--- src/rtl/pmtsp_pkg.sv ---
// Shared types and constants for the program map section parser.
// Depends on nothing; pmt_section_parser and pmtsp_core import it.
package pmtsp_pkg;

	localparam int MAX_STREAMS_DEF = 16;
	localparam int COUNT_LIMIT     = 31;

	localparam logic [7:0]  CA_TAG     = 8'd9;
	localparam logic [11:0] OFFSET_CAP = 12'd4095;

	typedef enum logic {
		KIND_ENTRY   = 1'b0,
		KIND_SUMMARY = 1'b1
	} kind_t;

	typedef enum logic [1:0] {
		CLASS_OTHER = 2'd0,
		CLASS_VIDEO = 2'd1,
		CLASS_AUDIO = 2'd2
	} stream_class_t;

	// Position inside an elementary stream entry.
	typedef enum logic [2:0] {
		ENT_TYPE    = 3'd0,
		ENT_PID_HI  = 3'd1,
		ENT_PID_LO  = 3'd2,
		ENT_INFO_HI = 3'd3,
		ENT_INFO_LO = 3'd4,
		ENT_SKIP    = 3'd5
	} entry_phase_t;

	typedef struct packed {
		logic [7:0] section_byte;
		logic       first_byte;
	} byte_item_t;

	typedef struct packed {
		kind_t         kind;
		logic [7:0]    stream_type;
		stream_class_t stream_class;
		logic [12:0]   es_pid;
		logic [12:0]   pcr_pid;
		logic          ecm_found;
		logic [4:0]    entry_count;
	} result_t;

endpackage

--- src/rtl/pmtsp_ifs.sv ---
// Valid/ready channel interfaces for the section byte input and the result output.
// No dependencies.
interface pmtsp_byte_if;
	logic       valid;
	logic       ready;
	logic [7:0] section_byte;
	logic       first_byte;

	modport source (output valid, output section_byte, output first_byte, input ready);
	modport sink   (input valid, input section_byte, input first_byte, output ready);
endinterface

interface pmtsp_result_if;
	logic        valid;
	logic        ready;
	logic        kind;
	logic [7:0]  stream_type;
	logic [1:0]  stream_class;
	logic [12:0] es_pid;
	logic [12:0] pcr_pid;
	logic        ecm_found;
	logic [4:0]  entry_count;

	modport source (output valid, output kind, output stream_type, output stream_class,
		output es_pid, output pcr_pid, output ecm_found, output entry_count, input ready);
	modport sink   (input valid, input kind, input stream_type, input stream_class,
		input es_pid, input pcr_pid, input ecm_found, input entry_count, output ready);
endinterface

--- src/rtl/pmt_section_parser.sv ---
// Top level of the program map section parser: input register, output register, ECM PID.
// Depends on pmtsp_pkg, pmtsp_ifs and pmtsp_core.
//
//   Channel      Direction  Per transaction
//   byte_in      sink       section_byte, first_byte (one section byte)
//   result_out   source     kind, stream_type, stream_class, es_pid, pcr_pid,
//                           ecm_found, entry_count (entry or summary)
//   cfg_wr_*     write      13-bit ECM PID, taken on any rising clk edge with cfg_wr_en high
//
// One byte per cycle is accepted while the result side keeps up; a result is offered once
// its byte has passed the input register and then the output register.
// A byte that yields no result leaves the input register even when a result is
// stalled; a byte that yields one waits for the output register to free up.
// Reset clears all parsing state and the ECM PID; no results are pending after it.
module pmt_section_parser #(
	parameter int MAX_STREAMS = pmtsp_pkg::MAX_STREAMS_DEF
) (
	input  logic                   clk,
	input  logic                   arst_n,
	input  logic                   cfg_wr_en,
	input  logic [12:0]            cfg_wr_data,
	pmtsp_byte_if.sink             byte_in,
	pmtsp_result_if.source         result_out
);
	import pmtsp_pkg::*;

	logic [12:0] ecm_q;

	logic        valid_s1;
	byte_item_t  item_s1;

	logic        out_valid_q;
	result_t     out_q;

	logic        res_valid;
	result_t     res;
	logic        advance;
	logic        in_ready;

	always_ff @(posedge clk or negedge arst_n) begin
		if (!arst_n)
			ecm_q <= '0;
		else if (cfg_wr_en)
			ecm_q <= cfg_wr_data;
	end

	pmtsp_core #(
		.MAX_STREAMS(MAX_STREAMS)
	) u_core (
		.clk       (clk),
		.arst_n    (arst_n),
		.ecm_pid   (ecm_q),
		.in_valid  (valid_s1),
		.in_commit (advance),
		.in_item   (item_s1),
		.res_valid (res_valid),
		.res       (res)
	);

	assign advance  = valid_s1 && (!res_valid || !out_valid_q || result_out.ready);
	assign in_ready = !valid_s1 || advance;
	assign byte_in.ready = in_ready;

	always_ff @(posedge clk or negedge arst_n) begin
		if (!arst_n)
			valid_s1 <= 1'b0;
		else if (byte_in.valid && in_ready)
			valid_s1 <= 1'b1;
		else if (advance)
			valid_s1 <= 1'b0;
	end

	always_ff @(posedge clk) begin
		if (byte_in.valid && in_ready) begin
			item_s1.section_byte <= byte_in.section_byte;
			item_s1.first_byte   <= byte_in.first_byte;
		end
	end

	always_ff @(posedge clk or negedge arst_n) begin
		if (!arst_n)
			out_valid_q <= 1'b0;
		else if (advance && res_valid)
			out_valid_q <= 1'b1;
		else if (result_out.ready)
			out_valid_q <= 1'b0;
	end

	always_ff @(posedge clk) begin
		if (advance && res_valid)
			out_q <= res;
	end

	assign result_out.valid        = out_valid_q;
	assign result_out.kind         = out_q.kind;
	assign result_out.stream_type  = out_q.stream_type;
	assign result_out.stream_class = out_q.stream_class;
	assign result_out.es_pid       = out_q.es_pid;
	assign result_out.pcr_pid      = out_q.pcr_pid;
	assign result_out.ecm_found    = out_q.ecm_found;
	assign result_out.entry_count  = out_q.entry_count;

endmodule

--- src/rtl/pmtsp_core.sv ---
// Section parsing state and the per-byte update logic.
// Depends on pmtsp_pkg.
module pmtsp_core #(
	parameter int MAX_STREAMS = pmtsp_pkg::MAX_STREAMS_DEF
) (
	input  logic                 clk,
	input  logic                 arst_n,
	input  logic [12:0]          ecm_pid,
	input  logic                 in_valid,
	input  logic                 in_commit,
	input  pmtsp_pkg::byte_item_t in_item,
	output logic                 res_valid,
	output pmtsp_pkg::result_t   res
);
	import pmtsp_pkg::*;

	localparam int COUNT_CAP_I = (MAX_STREAMS < COUNT_LIMIT) ? MAX_STREAMS : COUNT_LIMIT;
	localparam logic [4:0] COUNT_CAP = 5'(COUNT_CAP_I);

	localparam logic [11:0] OFF_LEN_HI  = 12'd1;
	localparam logic [11:0] OFF_LEN_LO  = 12'd2;
	localparam logic [11:0] OFF_PCR_HI  = 12'd8;
	localparam logic [11:0] OFF_PCR_LO  = 12'd9;
	localparam logic [11:0] OFF_INFO_HI = 12'd10;
	localparam logic [11:0] OFF_INFO_LO = 12'd11;
	localparam logic [11:0] OFF_LOOPS   = 12'd12;

	localparam logic [7:0] DIDX_TAG    = 8'd0;
	localparam logic [7:0] DIDX_LEN    = 8'd1;
	localparam logic [7:0] DIDX_BODY   = 8'd2;
	localparam logic [7:0] DIDX_PID_HI = 8'd4;
	localparam logic [7:0] DIDX_PID_LO = 8'd5;
	localparam logic [7:0] DIDX_MAX    = 8'd255;

	logic [11:0]  offset_q, offset_d;
	logic [11:0]  sec_len_q, sec_len_d;
	logic [11:0]  pil_q, pil_d;
	logic [12:0]  pcr_q, pcr_d;
	logic [7:0]   drem_q, drem_d;
	logic [7:0]   didx_q, didx_d;
	logic         is_ca_q, is_ca_d;
	logic [4:0]   ca_hi_q, ca_hi_d;
	logic         found_q, found_d;
	entry_phase_t phase_q, phase_d;
	logic [7:0]   etype_q, etype_d;
	logic [12:0]  epid_q, epid_d;
	logic [11:0]  einfo_q, einfo_d;
	logic [4:0]   seen_q, seen_d;

	logic [7:0]  b;
	logic [11:0] off_next;
	logic        active;
	logic        live;
	logic        in_desc;
	logic        in_entries;
	stream_class_t cls;

	assign b        = in_item.section_byte;
	assign off_next = offset_q + 12'd1;
	assign active   = (offset_q != 12'd0) && (offset_q != OFFSET_CAP);
	assign live     = active && (off_next != OFFSET_CAP);
	assign in_desc  = (offset_q >= OFF_LOOPS) && ((offset_q - OFF_LOOPS) < pil_q);
	assign in_entries = (offset_q >= OFF_LOOPS) &&
		(({1'b0, offset_q} + 13'd1) < {1'b0, sec_len_q});

	always_comb begin
		case (etype_q) inside
			8'd1, 8'd2: cls = CLASS_VIDEO;
			8'd3, 8'd4: cls = CLASS_AUDIO;
			default:    cls = CLASS_OTHER;
		endcase
	end

	always_comb begin
		offset_d  = offset_q;
		sec_len_d = sec_len_q;
		pil_d     = pil_q;
		pcr_d     = pcr_q;
		drem_d    = drem_q;
		didx_d    = didx_q;
		is_ca_d   = is_ca_q;
		ca_hi_d   = ca_hi_q;
		found_d   = found_q;
		phase_d   = phase_q;
		etype_d   = etype_q;
		epid_d    = epid_q;
		einfo_d   = einfo_q;
		seen_d    = seen_q;
		res_valid = 1'b0;
		res       = '{kind: KIND_ENTRY, stream_type: 8'd0, stream_class: CLASS_OTHER,
			es_pid: 13'd0, pcr_pid: 13'd0, ecm_found: 1'b0, entry_count: 5'd0};

		if (in_item.first_byte) begin
			offset_d  = 12'd1;
			sec_len_d = '0;
			pil_d     = '0;
			pcr_d     = '0;
			drem_d    = '0;
			didx_d    = '0;
			is_ca_d   = 1'b0;
			ca_hi_d   = '0;
			found_d   = 1'b0;
			phase_d   = ENT_TYPE;
			etype_d   = '0;
			epid_d    = '0;
			einfo_d   = '0;
			seen_d    = '0;
		end else if (active) begin
			offset_d = off_next;
			if (live) begin
				case (offset_q)
					OFF_LEN_HI:  sec_len_d = {b[3:0], 8'h00};
					OFF_LEN_LO:  sec_len_d = sec_len_q | {4'h0, b};
					OFF_PCR_HI:  pcr_d = {b[4:0], 8'h00};
					OFF_PCR_LO:  pcr_d = pcr_q | {5'h00, b};
					OFF_INFO_HI: pil_d = {b[3:0], 8'h00};
					OFF_INFO_LO: pil_d = pil_q | {4'h0, b};
					default: begin
						if (in_desc) begin
							if (didx_q == DIDX_TAG) begin
								is_ca_d = (b == CA_TAG);
								didx_d  = DIDX_LEN;
							end else if (didx_q == DIDX_LEN) begin
								drem_d = b;
								didx_d = (b == 8'd0) ? DIDX_TAG : DIDX_BODY;
							end else begin
								if (is_ca_q) begin
									if (didx_q == DIDX_PID_HI)
										ca_hi_d = b[4:0];
									else if (didx_q == DIDX_PID_LO && {ca_hi_q, b} == ecm_pid)
										found_d = 1'b1;
								end
								drem_d = drem_q - 8'd1;
								if (drem_d == 8'd0)
									didx_d = DIDX_TAG;
								else if (didx_q != DIDX_MAX)
									didx_d = didx_q + 8'd1;
							end
						end else if (in_entries) begin
							case (phase_q)
								ENT_TYPE: begin
									etype_d = b;
									phase_d = ENT_PID_HI;
								end
								ENT_PID_HI: begin
									epid_d  = {b[4:0], 8'h00};
									phase_d = ENT_PID_LO;
								end
								ENT_PID_LO: begin
									epid_d  = epid_q | {5'h00, b};
									phase_d = ENT_INFO_HI;
									if (seen_q < COUNT_CAP) begin
										seen_d    = seen_q + 5'd1;
										res_valid = in_valid;
										res.kind         = KIND_ENTRY;
										res.stream_type  = etype_q;
										res.stream_class = cls;
										res.es_pid       = epid_d;
										res.pcr_pid      = pcr_q;
										res.ecm_found    = found_q;
										res.entry_count  = found_q ? seen_d : 5'd0;
									end
								end
								ENT_INFO_HI: begin
									einfo_d = {b[3:0], 8'h00};
									phase_d = ENT_INFO_LO;
								end
								ENT_INFO_LO: begin
									einfo_d = einfo_q | {4'h0, b};
									phase_d = (einfo_d == 12'd0) ? ENT_TYPE : ENT_SKIP;
								end
								default: begin
									einfo_d = einfo_q - 12'd1;
									if (einfo_d == 12'd0)
										phase_d = ENT_TYPE;
								end
							endcase
						end
					end
				endcase

				// The entry branch never coincides with the last byte, since it ends
				// before the CRC.
				if (offset_q >= OFF_LEN_LO &&
					{1'b0, offset_q} == ({1'b0, sec_len_d} + 13'd2)) begin
					res_valid        = in_valid;
					res.kind         = KIND_SUMMARY;
					res.stream_type  = 8'd0;
					res.stream_class = CLASS_OTHER;
					res.es_pid       = 13'd0;
					res.pcr_pid      = pcr_d;
					res.ecm_found    = found_d;
					res.entry_count  = found_d ? seen_d : 5'd0;
				end
			end
		end
	end

	always_ff @(posedge clk or negedge arst_n) begin
		if (!arst_n) begin
			offset_q  <= '0;
			sec_len_q <= '0;
			pil_q     <= '0;
			pcr_q     <= '0;
			drem_q    <= '0;
			didx_q    <= '0;
			is_ca_q   <= 1'b0;
			ca_hi_q   <= '0;
			found_q   <= 1'b0;
			phase_q   <= ENT_TYPE;
			etype_q   <= '0;
			epid_q    <= '0;
			einfo_q   <= '0;
			seen_q    <= '0;
		end else if (in_valid && in_commit) begin
			offset_q  <= offset_d;
			sec_len_q <= sec_len_d;
			pil_q     <= pil_d;
			pcr_q     <= pcr_d;
			drem_q    <= drem_d;
			didx_q    <= didx_d;
			is_ca_q   <= is_ca_d;
			ca_hi_q   <= ca_hi_d;
			found_q   <= found_d;
			phase_q   <= phase_d;
			etype_q   <= etype_d;
			epid_q    <= epid_d;
			einfo_q   <= einfo_d;
			seen_q    <= seen_d;
		end
	end

endmodule
--- src/flat_wrapper.sv ---
// flat-port wrapper written by rule: the top's interface ports become plain ports
module pmt_section_parser_flat import pmtsp_pkg::*;
#(
	parameter int MAX_STREAMS = pmtsp_pkg::MAX_STREAMS_DEF
)
  (clk, arst_n, cfg_wr_en, cfg_wr_data, byte_in_valid, byte_in_section_byte, byte_in_first_byte, byte_in_ready, result_out_valid, result_out_kind, result_out_stream_type, result_out_stream_class, result_out_es_pid, result_out_pcr_pid, result_out_ecm_found, result_out_entry_count, result_out_ready);
  pmtsp_byte_if byte_in_i ();
  pmtsp_result_if result_out_i ();
  input  logic clk;
  input  logic arst_n;
  input  logic cfg_wr_en;
  input  logic [12:0] cfg_wr_data;
  input wire logic [$bits(byte_in_i.valid)-1:0] byte_in_valid;
  input wire logic [$bits(byte_in_i.section_byte)-1:0] byte_in_section_byte;
  input wire logic [$bits(byte_in_i.first_byte)-1:0] byte_in_first_byte;
  output wire logic [$bits(byte_in_i.ready)-1:0] byte_in_ready;
  output wire logic [$bits(result_out_i.valid)-1:0] result_out_valid;
  output wire logic [$bits(result_out_i.kind)-1:0] result_out_kind;
  output wire logic [$bits(result_out_i.stream_type)-1:0] result_out_stream_type;
  output wire logic [$bits(result_out_i.stream_class)-1:0] result_out_stream_class;
  output wire logic [$bits(result_out_i.es_pid)-1:0] result_out_es_pid;
  output wire logic [$bits(result_out_i.pcr_pid)-1:0] result_out_pcr_pid;
  output wire logic [$bits(result_out_i.ecm_found)-1:0] result_out_ecm_found;
  output wire logic [$bits(result_out_i.entry_count)-1:0] result_out_entry_count;
  input wire logic [$bits(result_out_i.ready)-1:0] result_out_ready;
  assign byte_in_i.valid = byte_in_valid;
  assign byte_in_i.section_byte = byte_in_section_byte;
  assign byte_in_i.first_byte = byte_in_first_byte;
  assign byte_in_ready = byte_in_i.ready;
  assign result_out_valid = result_out_i.valid;
  assign result_out_kind = result_out_i.kind;
  assign result_out_stream_type = result_out_i.stream_type;
  assign result_out_stream_class = result_out_i.stream_class;
  assign result_out_es_pid = result_out_i.es_pid;
  assign result_out_pcr_pid = result_out_i.pcr_pid;
  assign result_out_ecm_found = result_out_i.ecm_found;
  assign result_out_entry_count = result_out_i.entry_count;
  assign result_out_i.ready = result_out_ready;
  pmt_section_parser #(.MAX_STREAMS(MAX_STREAMS)) u_core (.clk(clk), .arst_n(arst_n), .cfg_wr_en(cfg_wr_en), .cfg_wr_data(cfg_wr_data), .byte_in(byte_in_i), .result_out(result_out_i));
endmodule
--- config.mk ---
export PLATFORM = sky130hd
export DESIGN_NAME = pmt_section_parser_flat
export DESIGN_NICKNAME = d
export VERILOG_FILES = /design/src/rtl/pmtsp_pkg.sv /design/src/rtl/pmtsp_ifs.sv /design/src/rtl/pmt_section_parser.sv /design/src/rtl/pmtsp_core.sv /design/src/flat_wrapper.sv
export SDC_FILE = /design/constraint.sdc
export NUM_CORES = 1
export LEC_CHECK = 0
export BUFFER_PORTS_ARGS = -buffer_cell sky130_fd_sc_hd__clkbuf_2
export CORE_UTILIZATION = 50
export CTS_CLUSTER_DIAMETER = 30
export DETAILED_ROUTE_END_ITERATION = 8
export HOLD_SLACK_MARGIN = 0.06
export PLACE_DENSITY = 0.79
export SYNTH_ARGS = -nofsm -noshare
export SYNTH_HDL_FRONTEND = slang
export SYNTH_HIERARCHICAL = 1
export SYNTH_SLANG_ARGS = --single-unit
--- constraint.sdc ---
create_clock -name clk -period 6 [get_ports clk]
set_clock_uncertainty 0.15 [all_clocks]
set_input_delay 1.8 -clock clk [delete_from_list [all_inputs] [get_ports clk]]
set_output_delay 1.8 -clock clk [all_outputs]
set_load 0.005 [all_outputs]
==> metrics <==
most frequent cell after synthesis=dfrtp_1; Die ar.=21800 um^2; slew at the pin with the worst max-slew slack=886 ps; Mapped Avg Cell Area=9.71 um^2; residual DRC count=0; worst skew pair latency=440 ps; synthesized area=10600 um^2; crit path capture type=output pin; gpl congestion=0.977; global-route wire length before repair=46.8 mm; grt ovf=0; P&R area growth vs syn=17.0%; largest net degree at the start of global routing=84; crit path time final=5890 ps; Iter 0 DRT Violations=967; Max clock buf depth=2; Global Route Usage Sum=0.277; post-layout net count=1248; Slew Viols, Final=0; Hold WS=350 ps; CP bufs+invs=3; worst hold endpoint=u_core/u_core/pil_q[4]; r2r setup slk=660 ps; DRT antenna net count=0; Synth top area share=0.302; DP Wirelength=20.6 mm; Slew headroom=0.409; status=complete, no violations; PD cells=390 nW/um^2; Startpoint Class=flip-flop; # diodes=0; Initial Utilization=0.518; Final setup viols=0; Cell variety after synth=83; DR vias/cell=6.30; synth warn=6; critical path's top delay family=simple AND/OR/NAND/NOR gates; LEAKAGE=0.00545 uW; Routed WL=30.3 mm; DR WL/cell=20.7 um; CTS tree=built; fin crit share=0.981; max-cap violations=0; Sum Neg Setup Slack=0 ps; Fmax=170 MHz; hold bufs inserted after CTS=0; WS Path Type=reg2out; cts bufs inserted=17; Synth area leader=dfrtp_1; Critical Path RT=4050 ps; via count=9214; reg2reg end=u_core/u_core/einfo_q[9]; final hold vios=0; Die X-Extent=148 um; worst hold start=u_core/u_core/pil_q[4]; Worst Hold Class=reg2reg; Post-synth EDFFs=52; clk sink count=180; Seq/Total Area, Yosys=0.449; top_reg_cell synth=dfrtp_1; Largest stage delay, worst path=570 ps; most instantiated cells after synthesis=dfrtp_1, nor2_1, a21oi_1; row count=52; utilization after layout=0.606; FF-to-FF Start=u_core/u_core/offset_q[4]; share of cells above drive strength 1=0.226; hold path depth=2; total power=4850 uW; Layout fillers=1622; Critical Path AT=3940 ps; Post-Synthesis Cells=1093; CP max-delay cell=or4_4; Synth area leaders=dfrtp_1, edfxtp_1, ha_1; # H-tree levels=4; VDD IR max=211 uV; crit path max fanout=12; R2R cell count=17; Post-Syn Nets=1161; Clock transition at path regs=80 ps; Buffers on Ports=71; Die Y=148 um; vias in the first global route=8685; worst path cell trace=buf_4, or3_4, buf_4, o41a_1, or4_4, nor3_4, nand2_1, mux2_4, nand4b_4, nand2_1, and3_4, nand4b_1, buf_2; num ports=72; CTS root buffer=clkbuf_16; Initial DRT Pass Iterations=7; synthesized flop and latch total=180; initial antenna violation count=0; asr flop ratio synth=0.711; Core Region=20500 um^2
-- registers in the layout (all words and copies together) (netlist names), 3 cells and up --
| register | cells |
|---|---|
| u_core/ecm_q | 13 |
| u_core/u_core/pcr_q | 13 |
| u_core/result_out.entry_count | 5 |
| u_core/u_core/didx_q | 8 |
| u_core/result_out.stream_type | 8 |
| u_core/u_core/drem_q | 8 |
| u_core/result_out.es_pid | 13 |
| u_core/item_s1 | 9 |
| u_core/u_core/seen_q | 5 |
| u_core/u_core/pil_q | 12 |
| u_core/u_core/offset_q | 12 |
| u_core/result_out.pcr_pid | 13 |
| u_core/u_core/epid_q | 13 |
| u_core/u_core/etype_q | 8 |
| u_core/u_core/einfo_q | 12 |
| u_core/u_core/phase_q | 3 |
| u_core/u_core/ca_hi_q | 5 |
| u_core/u_core/sec_len_q | 12 |
-- area by class of cell --
| type | count | area [um^2] | area share |
|---|---|---|---|
| multi-input cells | 795 | 5610 | 0.451 |
| clock buffers | 17 | 425 | 0.0342 |
| inverters | 49 | 190 | 0.0153 |
| flip-flops and latches | 180 | 4770 | 0.384 |
| repair buffers | 137 | 873 | 0.0703 |
| clock inverters | 15 | 220 | 0.0177 |
| well taps | 270 | 338 | 0.0272 |
-- repair_timing --
action                                 CTS  global route
endpoints found under the hold margin    0             0
setup endpoints to repair                1             1
pin swaps                                1            15
resized for setup                       10            53
setup buffers                            4            17
-- placed cells by master (no fill, tap or decap), drive strengths merged, types with 9 or more instances in the layout --
master and n:
a211oi 12, a21o 10, a21oi 80, a22o 21, a31oi 17, and2 9, and3 24, buf 68
clkbuf 86, dfrtp 128, edfxtp 52, ha 41, inv 55, mux2 39, nand2 73, nand3 20
nand4 10, nor2 107, nor2b 19, nor3 27, nor4 16, o21a 15, o21ai 59, o31ai 12
or3 13, xnor2 29, xor2 26
-- where the power goes --
group | internal [uW] | switching (uW)
sequential | 1490 | 245
clock | 617 | 582
combinational | 809 | 1110
-- routing by layer --
metal  share of wire  vias up  routed length (um)  GRT usage
met5               0        -                   0          0
li1                -     4158                   -          -
met4           0.035        0                1050      0.122
met2            0.46      479               14100      0.437
met3           0.076       79                2310     0.0577
met1            0.42     4498               12900      0.370
-- kinds of logic after synthesis --
group | Yosys count | share of synthesized area
simple gates | 364 | 0.176
compound gates | 290 | 0.183
xor+xnor | 55 | 0.0454
fa+ha+maj | 41 | 0.0483
mux | 45 | 0.0509
buf+inv | 118 | 0.0479
flops | 180 | 0.449
-- how the worst max path moves through the flow --
stage	start	end	depth (start not counted)
detailed placement	u_core/u_core/offset_q[2]	byte_in_ready	14
floorplan	u_core/u_core/offset_q[1]	byte_in_ready	16
global route	u_core/u_core/offset_q[6]	byte_in_ready	14
global placement	u_core/u_core/offset_q[2]	byte_in_ready	17
finish	u_core/u_core/offset_q[4]	byte_in_ready	13
CTS	u_core/u_core/offset_q[6]	byte_in_ready	14
-- worst min-delay path: stages (launching register included) --
cell	delay, ps
dfrtp_1	350
a21oi_1	40
nor2_1	70
-- per-stage QoR --
stage | instances | worst slack [ps] | instance area [um^2]
after CTS | 1446 | 3.24 | 12100
final | 1463 | 115 | 12400
after global placement | 1410 | 281 | 11300
after floorplan | 1093 | 175 | 10600
after detailed placement | 1410 | 197 | 11300
after global routing | 1463 | -77.1 | 12400
Note: power is estimated with default switching activity, not from simulation.
